## config.mk

```make
export PLATFORM = sky130hd
export DESIGN_NAME = tdse_seq_flat
export DESIGN_NICKNAME = d
export VERILOG_FILES = /design/src/design/tdse_pkg.sv /design/src/design/tdse_if.sv /design/src/design/tdse_seq.sv /design/src/flat_wrapper.sv
export SDC_FILE = /design/constraint.sdc
export NUM_CORES = 1
export LEC_CHECK = 0
export ABC_AREA = 1
export BUFFER_PORTS_ARGS = -buffer_cell sky130_fd_sc_hd__buf_2
export CORE_ASPECT_RATIO = 1.2
export CORE_MARGIN = 2
export CORE_UTILIZATION = 25
export DETAILED_ROUTE_END_ITERATION = 16
export HOLD_SLACK_MARGIN = 0.12
export PLACE_DENSITY_LB_ADDON = 0.2
export SYNTH_ARGS = -nofsm -noshare
export SYNTH_HDL_FRONTEND = slang
export SYNTH_SLANG_ARGS = --single-unit
```

## constraint.sdc

```tcl
create_clock -name clk -period 3 [get_ports clk]
set_clock_uncertainty 0.2 [all_clocks]
set_input_delay 0.15 -clock clk [delete_from_list [all_inputs] [get_ports clk]]
set_output_delay 0.15 -clock clk [all_outputs]
set_load 0.05 [all_outputs]
```

## src/design/tdse_pkg.sv

```systemverilog
// Shared types and constants of the dictionary symbol expander.
// No dependencies; every other design file refers to this package.
package tdse_pkg;

  localparam int MODE_W = 2;
  localparam int ADDR_W = 12;
  localparam int BYTE_W = 8;
  localparam int OFFS_W = 12;
  localparam int CODE_W = 8;

  localparam logic [MODE_W-1:0] MODE_STORE  = 2'd0;
  localparam logic [MODE_W-1:0] MODE_OFFSET = 2'd1;
  localparam logic [MODE_W-1:0] MODE_STREAM = 2'd2;

  typedef struct packed {
    logic st_we;
    logic st_re;
    logic of_we;
    logic of_re;
  } mem_ctl_t;

endpackage

```

## src/design/tdse_if.sv

```systemverilog
// Valid/ready channel interfaces for input words and result words.
// Depends on tdse_pkg for the field widths.
interface tdse_in_if;
  logic                          valid;
  logic                          ready;
  logic [tdse_pkg::MODE_W-1:0]   mode;
  logic [tdse_pkg::ADDR_W-1:0]   load_address;
  logic [tdse_pkg::BYTE_W-1:0]   data_byte;
  logic [tdse_pkg::OFFS_W-1:0]   offset_value;

  modport source (output valid, mode, load_address, data_byte, offset_value, input ready);
  modport sink (input valid, mode, load_address, data_byte, offset_value, output ready);
endinterface

interface tdse_out_if;
  logic                        valid;
  logic                        ready;
  logic [tdse_pkg::BYTE_W-1:0] out_char;
  logic                        last_of_symbol;
  logic                        no_char;
  logic                        token_truncated;

  modport source (output valid, out_char, last_of_symbol, no_char, token_truncated,
                  input ready);
  modport sink (input valid, out_char, last_of_symbol, no_char, token_truncated,
                output ready);
endinterface

```

## src/design/tdse_seq.sv

```systemverilog
// Sequencer: symbol framing, offset reduction, token scan and character
// output. Depends on tdse_pkg and the channel interfaces in tdse_if.sv.
module tdse_seq #(
  parameter int TABLE_DEPTH   = 4096,
  parameter int MAX_TOKEN_LEN = 32
) (
  input  logic                           clk,
  input  logic                           rst,
  tdse_in_if.sink                        cmd,
  tdse_out_if.source                     res,
  output tdse_pkg::mem_ctl_t             ctl,
  output logic [$clog2(TABLE_DEPTH)-1:0] st_waddr,
  output logic [tdse_pkg::BYTE_W-1:0]    st_wdata,
  output logic [$clog2(TABLE_DEPTH)-1:0] st_raddr,
  input  logic [tdse_pkg::BYTE_W-1:0]    st_rdata,
  output logic [tdse_pkg::CODE_W-1:0]    of_waddr,
  output logic [tdse_pkg::OFFS_W-1:0]    of_wdata,
  output logic [tdse_pkg::CODE_W-1:0]    of_raddr,
  input  logic [tdse_pkg::OFFS_W-1:0]    of_rdata
);

  localparam int AW = $clog2(TABLE_DEPTH);
  localparam int PW = (AW > tdse_pkg::OFFS_W) ? AW : tdse_pkg::OFFS_W;
  localparam int LW = $clog2(MAX_TOKEN_LEN + 1);

  localparam logic [2:0] S_IDLE  = 3'd0;
  localparam logic [2:0] S_LOOK  = 3'd1;
  localparam logic [2:0] S_MOD   = 3'd2;
  localparam logic [2:0] S_SCAN  = 3'd3;
  localparam logic [2:0] S_SETUP = 3'd4;
  localparam logic [2:0] S_ERD   = 3'd5;
  localparam logic [2:0] S_EWR   = 3'd6;
  localparam logic [2:0] S_MARK  = 3'd7;

  logic [2:0]                  state;
  logic [tdse_pkg::CODE_W-1:0] codes_left;
  logic                        awaiting_length;
  logic                        first_dropped;
  logic                        final_code;
  logic                        trunc;
  logic                        pend;
  logic [PW-1:0]               pos;
  logic [AW-1:0]               rpos;
  logic [LW-1:0]               len;
  logic [LW-1:0]               cnt;
  logic                        out_valid;
  logic [tdse_pkg::BYTE_W-1:0] out_char;
  logic                        out_last;
  logic                        out_none;
  logic                        out_trunc;

  logic          accept;
  logic          out_free;
  logic          load_char;
  logic          load_mark;
  logic [AW-1:0] rpos_inc;
  logic [AW-1:0] base_inc;
  logic          skip;

  function automatic logic [AW-1:0] wrap_inc(input logic [AW-1:0] p);
    logic [AW-1:0] r;
    r = (p == AW'(TABLE_DEPTH - 1)) ? '0 : p + 1'b1;
    return r;
  endfunction

  assign cmd.ready = (state == S_IDLE);
  assign accept    = cmd.valid && cmd.ready;
  assign out_free  = !out_valid || res.ready;
  assign load_char = (state == S_EWR) && out_free;
  assign load_mark = (state == S_MARK) && out_free;
  assign rpos_inc  = wrap_inc(rpos);
  assign base_inc  = wrap_inc(pos[AW-1:0]);
  assign skip      = (len != '0) && !first_dropped;

  always_comb begin
    ctl.st_we = accept && (cmd.mode == tdse_pkg::MODE_STORE)
                && (32'(cmd.load_address) < TABLE_DEPTH);
    ctl.of_we = accept && (cmd.mode == tdse_pkg::MODE_OFFSET)
                && (cmd.load_address[tdse_pkg::ADDR_W-1:tdse_pkg::CODE_W] == '0);
    ctl.of_re = accept && (cmd.mode == tdse_pkg::MODE_STREAM) && !awaiting_length;
    ctl.st_re = (state == S_SCAN) || (state == S_ERD);
  end

  assign st_waddr = AW'(cmd.load_address);
  assign st_wdata = cmd.data_byte;
  assign st_raddr = rpos;
  assign of_waddr = cmd.load_address[tdse_pkg::CODE_W-1:0];
  assign of_wdata = cmd.offset_value;
  assign of_raddr = cmd.data_byte;

  always_ff @(posedge clk) begin
    if (rst) begin
      state           <= S_IDLE;
      codes_left      <= '0;
      awaiting_length <= 1'b1;
      first_dropped   <= 1'b0;
      final_code      <= 1'b0;
      pend            <= 1'b0;
      out_valid       <= 1'b0;
    end else begin
      if (load_char || load_mark) begin
        out_valid <= 1'b1;
      end else if (res.ready) begin
        out_valid <= 1'b0;
      end
      case (state)
        S_IDLE: begin
          if (accept && (cmd.mode == tdse_pkg::MODE_STREAM)) begin
            if (awaiting_length) begin
              first_dropped <= 1'b0;
              codes_left    <= cmd.data_byte;
              if (cmd.data_byte == '0) begin
                state <= S_MARK;
              end else begin
                awaiting_length <= 1'b0;
              end
            end else begin
              codes_left <= codes_left - 1'b1;
              final_code <= (codes_left == tdse_pkg::CODE_W'(1));
              if (codes_left == tdse_pkg::CODE_W'(1)) begin
                awaiting_length <= 1'b1;
              end
              state <= S_LOOK;
            end
          end
        end
        S_LOOK: begin
          pos   <= PW'(of_rdata);
          state <= S_MOD;
        end
        S_MOD: begin
          if (32'(pos) >= TABLE_DEPTH) begin
            pos <= pos - PW'(TABLE_DEPTH);
          end else begin
            rpos  <= pos[AW-1:0];
            cnt   <= '0;
            pend  <= 1'b0;
            state <= S_SCAN;
          end
        end
        S_SCAN: begin
          rpos <= rpos_inc;
          pend <= 1'b1;
          if (pend) begin
            if (st_rdata == '0) begin
              len   <= cnt;
              trunc <= 1'b0;
              pend  <= 1'b0;
              state <= S_SETUP;
            end else if (cnt == LW'(MAX_TOKEN_LEN - 1)) begin
              len   <= LW'(MAX_TOKEN_LEN);
              trunc <= 1'b1;
              pend  <= 1'b0;
              state <= S_SETUP;
            end else begin
              cnt <= cnt + 1'b1;
            end
          end
        end
        S_SETUP: begin
          if (skip) begin
            first_dropped <= 1'b1;
            rpos          <= base_inc;
            cnt           <= len - 1'b1;
          end else begin
            rpos <= pos[AW-1:0];
            cnt  <= len;
          end
          if ((len == '0) || (skip && (len == LW'(1)))) begin
            state <= final_code ? S_MARK : S_IDLE;
          end else begin
            state <= S_ERD;
          end
        end
        S_ERD: begin
          rpos  <= rpos_inc;
          state <= S_EWR;
        end
        S_EWR: begin
          if (out_free) begin
            cnt   <= cnt - 1'b1;
            state <= (cnt == LW'(1)) ? S_IDLE : S_ERD;
          end
        end
        S_MARK: begin
          if (out_free) begin
            state <= S_IDLE;
          end
        end
        default: begin
          state <= S_IDLE;
        end
      endcase
    end
  end

  always_ff @(posedge clk) begin
    if (load_char) begin
      out_char  <= st_rdata;
      out_last  <= final_code && (cnt == LW'(1));
      out_none  <= 1'b0;
      out_trunc <= trunc;
    end else if (load_mark) begin
      out_char  <= '0;
      out_last  <= 1'b1;
      out_none  <= 1'b1;
      out_trunc <= 1'b0;
    end
  end

  assign res.valid           = out_valid;
  assign res.out_char        = out_char;
  assign res.last_of_symbol  = out_last;
  assign res.no_char         = out_none;
  assign res.token_truncated = out_trunc;

  a_frame_count: assert property (@(posedge clk) disable iff (rst)
    (state == S_IDLE) |-> (awaiting_length == (codes_left == '0)))
    else $error("symbol framing and code count disagree");

  a_emit_count: assert property (@(posedge clk) disable iff (rst)
    (state == S_EWR || state == S_ERD) |-> (cnt != '0))
    else $error("character output with no characters left");

  a_scan_bound: assert property (@(posedge clk) disable iff (rst)
    (state == S_SCAN) |-> (32'(cnt) < MAX_TOKEN_LEN))
    else $error("token scan ran past its length cap");

  a_read_range: assert property (@(posedge clk) disable iff (rst)
    ctl.st_re |-> (32'(rpos) < TABLE_DEPTH))
    else $error("store read address beyond depth");

  a_no_overwrite: assert property (@(posedge clk) disable iff (rst)
    (load_char || load_mark) && out_valid |-> res.ready)
    else $error("result word replaced before it was taken");

endmodule

```

## src/flat_wrapper.sv

```systemverilog
// flat-port wrapper written by rule: the top's interface ports become plain ports
module tdse_seq_flat 
#(
  parameter int TABLE_DEPTH   = 4096,
  parameter int MAX_TOKEN_LEN = 32
)
  (clk, rst, ctl, st_waddr, st_wdata, st_raddr, st_rdata, of_waddr, of_wdata, of_raddr, of_rdata, cmd_valid, cmd_mode, cmd_load_address, cmd_data_byte, cmd_offset_value, cmd_ready, res_valid, res_out_char, res_last_of_symbol, res_no_char, res_token_truncated, res_ready);
  tdse_in_if cmd_i ();
  tdse_out_if res_i ();
  input  logic clk;
  input  logic rst;
  output tdse_pkg::mem_ctl_t ctl;
  output logic [$clog2(TABLE_DEPTH)-1:0] st_waddr;
  output logic [tdse_pkg::BYTE_W-1:0] st_wdata;
  output logic [$clog2(TABLE_DEPTH)-1:0] st_raddr;
  input  logic [tdse_pkg::BYTE_W-1:0] st_rdata;
  output logic [tdse_pkg::CODE_W-1:0] of_waddr;
  output logic [tdse_pkg::OFFS_W-1:0] of_wdata;
  output logic [tdse_pkg::CODE_W-1:0] of_raddr;
  input  logic [tdse_pkg::OFFS_W-1:0] of_rdata;
  input wire logic [$bits(cmd_i.valid)-1:0] cmd_valid;
  input wire logic [$bits(cmd_i.mode)-1:0] cmd_mode;
  input wire logic [$bits(cmd_i.load_address)-1:0] cmd_load_address;
  input wire logic [$bits(cmd_i.data_byte)-1:0] cmd_data_byte;
  input wire logic [$bits(cmd_i.offset_value)-1:0] cmd_offset_value;
  output wire logic [$bits(cmd_i.ready)-1:0] cmd_ready;
  output wire logic [$bits(res_i.valid)-1:0] res_valid;
  output wire logic [$bits(res_i.out_char)-1:0] res_out_char;
  output wire logic [$bits(res_i.last_of_symbol)-1:0] res_last_of_symbol;
  output wire logic [$bits(res_i.no_char)-1:0] res_no_char;
  output wire logic [$bits(res_i.token_truncated)-1:0] res_token_truncated;
  input wire logic [$bits(res_i.ready)-1:0] res_ready;
  assign cmd_i.valid = cmd_valid;
  assign cmd_i.mode = cmd_mode;
  assign cmd_i.load_address = cmd_load_address;
  assign cmd_i.data_byte = cmd_data_byte;
  assign cmd_i.offset_value = cmd_offset_value;
  assign cmd_ready = cmd_i.ready;
  assign res_valid = res_i.valid;
  assign res_out_char = res_i.out_char;
  assign res_last_of_symbol = res_i.last_of_symbol;
  assign res_no_char = res_i.no_char;
  assign res_token_truncated = res_i.token_truncated;
  assign res_i.ready = res_ready;
  tdse_seq #(.TABLE_DEPTH(TABLE_DEPTH), .MAX_TOKEN_LEN(MAX_TOKEN_LEN)) u_core (.clk(clk), .rst(rst), .cmd(cmd_i), .res(res_i), .ctl(ctl), .st_waddr(st_waddr), .st_wdata(st_wdata), .st_raddr(st_raddr), .st_rdata(st_rdata), .of_waddr(of_waddr), .of_wdata(of_wdata), .of_raddr(of_raddr), .of_rdata(of_rdata));
endmodule
```

==> results.ini <==
[clock_tree]
cts_buffer_depth = 2
clk_pin_slew_ns = 0.05
clk_latency_ns = 0.32
cts_root_buf = clkbuf_16
cts_buffers = 9
cts.sinks = 64
cts_tree = done
htree_levels = 3
postCtsSetupBuffers = 0

[synth]
yosys_register_bits = 64
yosys.area_share.simple = 0.292
synth.distinct_cells = 40
synth-xor-area-share = 0.00996
syn_area_um2 = 4400
postSynthNetCount = 648
ys_seq_area_frac = 0.398
yosys_warnings = 0
syn-instance-count = 581
synth_area_per_cell_um2 = 7.57
synth_adder_area_share = 0.0256
synth_top_family_by_area = simple AND/OR/NAND/NOR gates
synthMuxAreaShare = 0
synth_compound_area_frac = 0.104

[route]
drc = 0
drtIter0Drc = 244
drt_first_pass_iters = 4
wl_per_cell_um = 13.1
viasPerCell = 4.49
ant_nets = 0
vias = 4059
wl_um = 11900

[pwr]
power_frac_seq = 0.418
p_leak_nw = 2.42
p_sw_frac = 0.303
p_sw_uw = 728
vdd_ir_drop_max_mv = 0.241
p_comb_frac = 0.202
internal-power_mw = 1.68
powerDensity_nw_per_um2 = 436
pwr-share-clk = 0.379
total_power_mw = 2.40

[cells_and_area]
layout_common_cells = nand2_1, buf_2, nor2_1
antenna_cells = 0
area.growth.synth_to_final_pct = 25.5
instances_no_fill = 905
nets = 748
layout.cells.most_common = nand2_1
drive_gt1_frac = 0.181

[placement]
post-place-cells = 833
io_buffers = 86
place_congestion = 0.849
dp_hpwl_um = 8920

[grt]
grt_util_all_layers = 0.125
grt_max_degree = 18
grt_pass1_vias = 3992
overflow = 0
antenna_found_initial = 0
grt_pass1_wl_um = 18800

[critical_path]
cp_cell_sequence = nand2_1 -> nor2_4 -> inv_2 -> nand2_4 -> nor2_2 -> o21ai_0 -> o211ai_1
crit_type = reg2reg
cp-start-kind = register
arrival_ns = 2.19
cp.required_ns = 2.85
end_kind = register
critical-path-max-stage-delay_ns = 0.60
critPathSlowestCell = dfxtp_1
worst-path-max-fanout = 13

[die]
die_x_um = 125
coreArea_um2 = 17400
die-height_um = 149
fp.dieArea_um2 = 18700
ios = 135
num_rows = 53
start_util = 0.253

[sta]
maxSlewHeadroom = 0.328
period_needed_ns = 2.34
setup_viol = 0
slew_viol_final = 0
fin_crit_sh = 0.779
tightest_slew_ns = 1.00
hold_violations = 0
fmax_mhz = 428
fin_tns_setup_ns = 0
rsz0062_at_grt = false

[min_path]
worstHoldPathType = in2reg

[run]
cap_viol_max_count = 0

[status]
outcome = finished, final reports clean

-- per-stage QoR --
stage	instance area, um2	hold WS, ns	setup WS [ns]	utilization
after floorplan	4400	0.0285	0.300	-
after global placement	4690	0.100	0.742	0.270
after detailed placement	4690	0.100	0.737	0.270
after CTS	5520	0.130	0.692	0.318
after global routing	5520	0.226	0.506	0.318
final	5520	0.144	0.662	0.318
-- repair_timing --
action / in CTS / in global routing
endpoints found under the hold margin: 63 / 0
hold buffers: 57 / 0
resized for setup: 0 / 0
-- routing by layer --
layer | global-route usage | share of wire
met1 | 0.146 | 0.43
met5 | 0 | 0
met3 | 0.0179 | 0.043
met4 | 0.0417 | 0.014
met2 | 0.232 | 0.51
-- worst paths after layout --
kind,cells past startpoint,start,to,slack (ns)
worst max register to register,7,u_core.state[0]$_SDFFE_PP0P_,u_core.st_raddr[0]$_DFFE_PP_,0.66
worst max-delay path,7,u_core.state[0]$_SDFFE_PP0P_,u_core.st_raddr[0]$_DFFE_PP_,0.66
worst min-delay path,6,cmd_data_byte[3],u_core.awaiting_length$_SDFFE_PP1P_,0.14
worst min register to register,2,u_core.codes_left[5]$_SDFFE_PP0P_,u_core.codes_left[5]$_SDFFE_PP0P_,0.27
-- critical path, delay by kind of cell (launching register included) --
kind | cells | cell delay, ns
simple gates | 4 | 0.68
flops | 1 | 0.60
buf+inv | 1 | 0.13
compound gates | 2 | 0.44
-- state kept, by name, summed over array words and instances, names as in the netlist --
| register | count |
|---|---|
| u_core.res.out_char | 8 |
| u_core.res.last_of_symbol | 1 |
| u_core.first_dropped | 1 |
| u_core.pos | 12 |
| u_core.len | 6 |
| u_core.pend | 1 |
| u_core.res.valid | 1 |
| u_core.cnt | 6 |
| u_core.trunc | 1 |
| u_core.st_raddr | 12 |
| u_core.res.token_truncated | 1 |
| u_core.final_code | 1 |
| u_core.state | 3 |
| u_core.codes_left | 8 |
| u_core.awaiting_length | 1 |
| u_core.res.no_char | 1 |
-- power by group through the flow --
stage	clock (mW)	sequential, mW	combinational, mW
floorplan	0	1.05	0.352
global route	0.971	1.01	0.527
finish	0.912	1.01	0.486
detailed placement	0	1.02	0.355
global placement	0	1.02	0.356
CTS	0.944	1.01	0.488
-- Yosys cell counts, drive strengths merged --
cell    count  area [um2]
nand3      53         275
o211ai      8        65.1
a211oi      4        30.0
xor2        5        43.8
o2111a      1        11.3
nand3b      1        7.51
edfxtp     47        1410
o22ai       2        12.5
nor3       10        50.1
nand4      10        77.6
a22oi       1        7.51
nor2       91         385
nor4        2        12.5
o21bai      5        37.5
inv        82         308
o31ai       1        7.51
nand2     119         472
clkbuf      4        16.3
dfxtp      17         340
o21ai      30         150
a21oi      20         104
buf        53         420
a31oi       4        25.0
ha          9         113
o221ai      1        8.76
or2         1        6.26
-- final cells by class --
type | instances | area (um2)
multi-input combinational | 378 | 1910
clock inverter | 4 | 22.5
fill | 1864 | 11900
tap | 220 | 275
sequential | 64 | 1750
inverter | 82 | 308
clock buffer | 11 | 233
timing repair buffer | 146 | 1020
-- cells by family (layout without fill, tap and decap cells) --
logic type	after synthesis	after routing
AND/OR/NAND/NOR	287	287
buffers and inverters	139	243
AO/OA/AOI/OAI	77	77
flip-flops	64	64
adder cells (fa/ha/maj)	9	9
XOR/XNOR	5	5
Power figures use the tool's default switching activity.
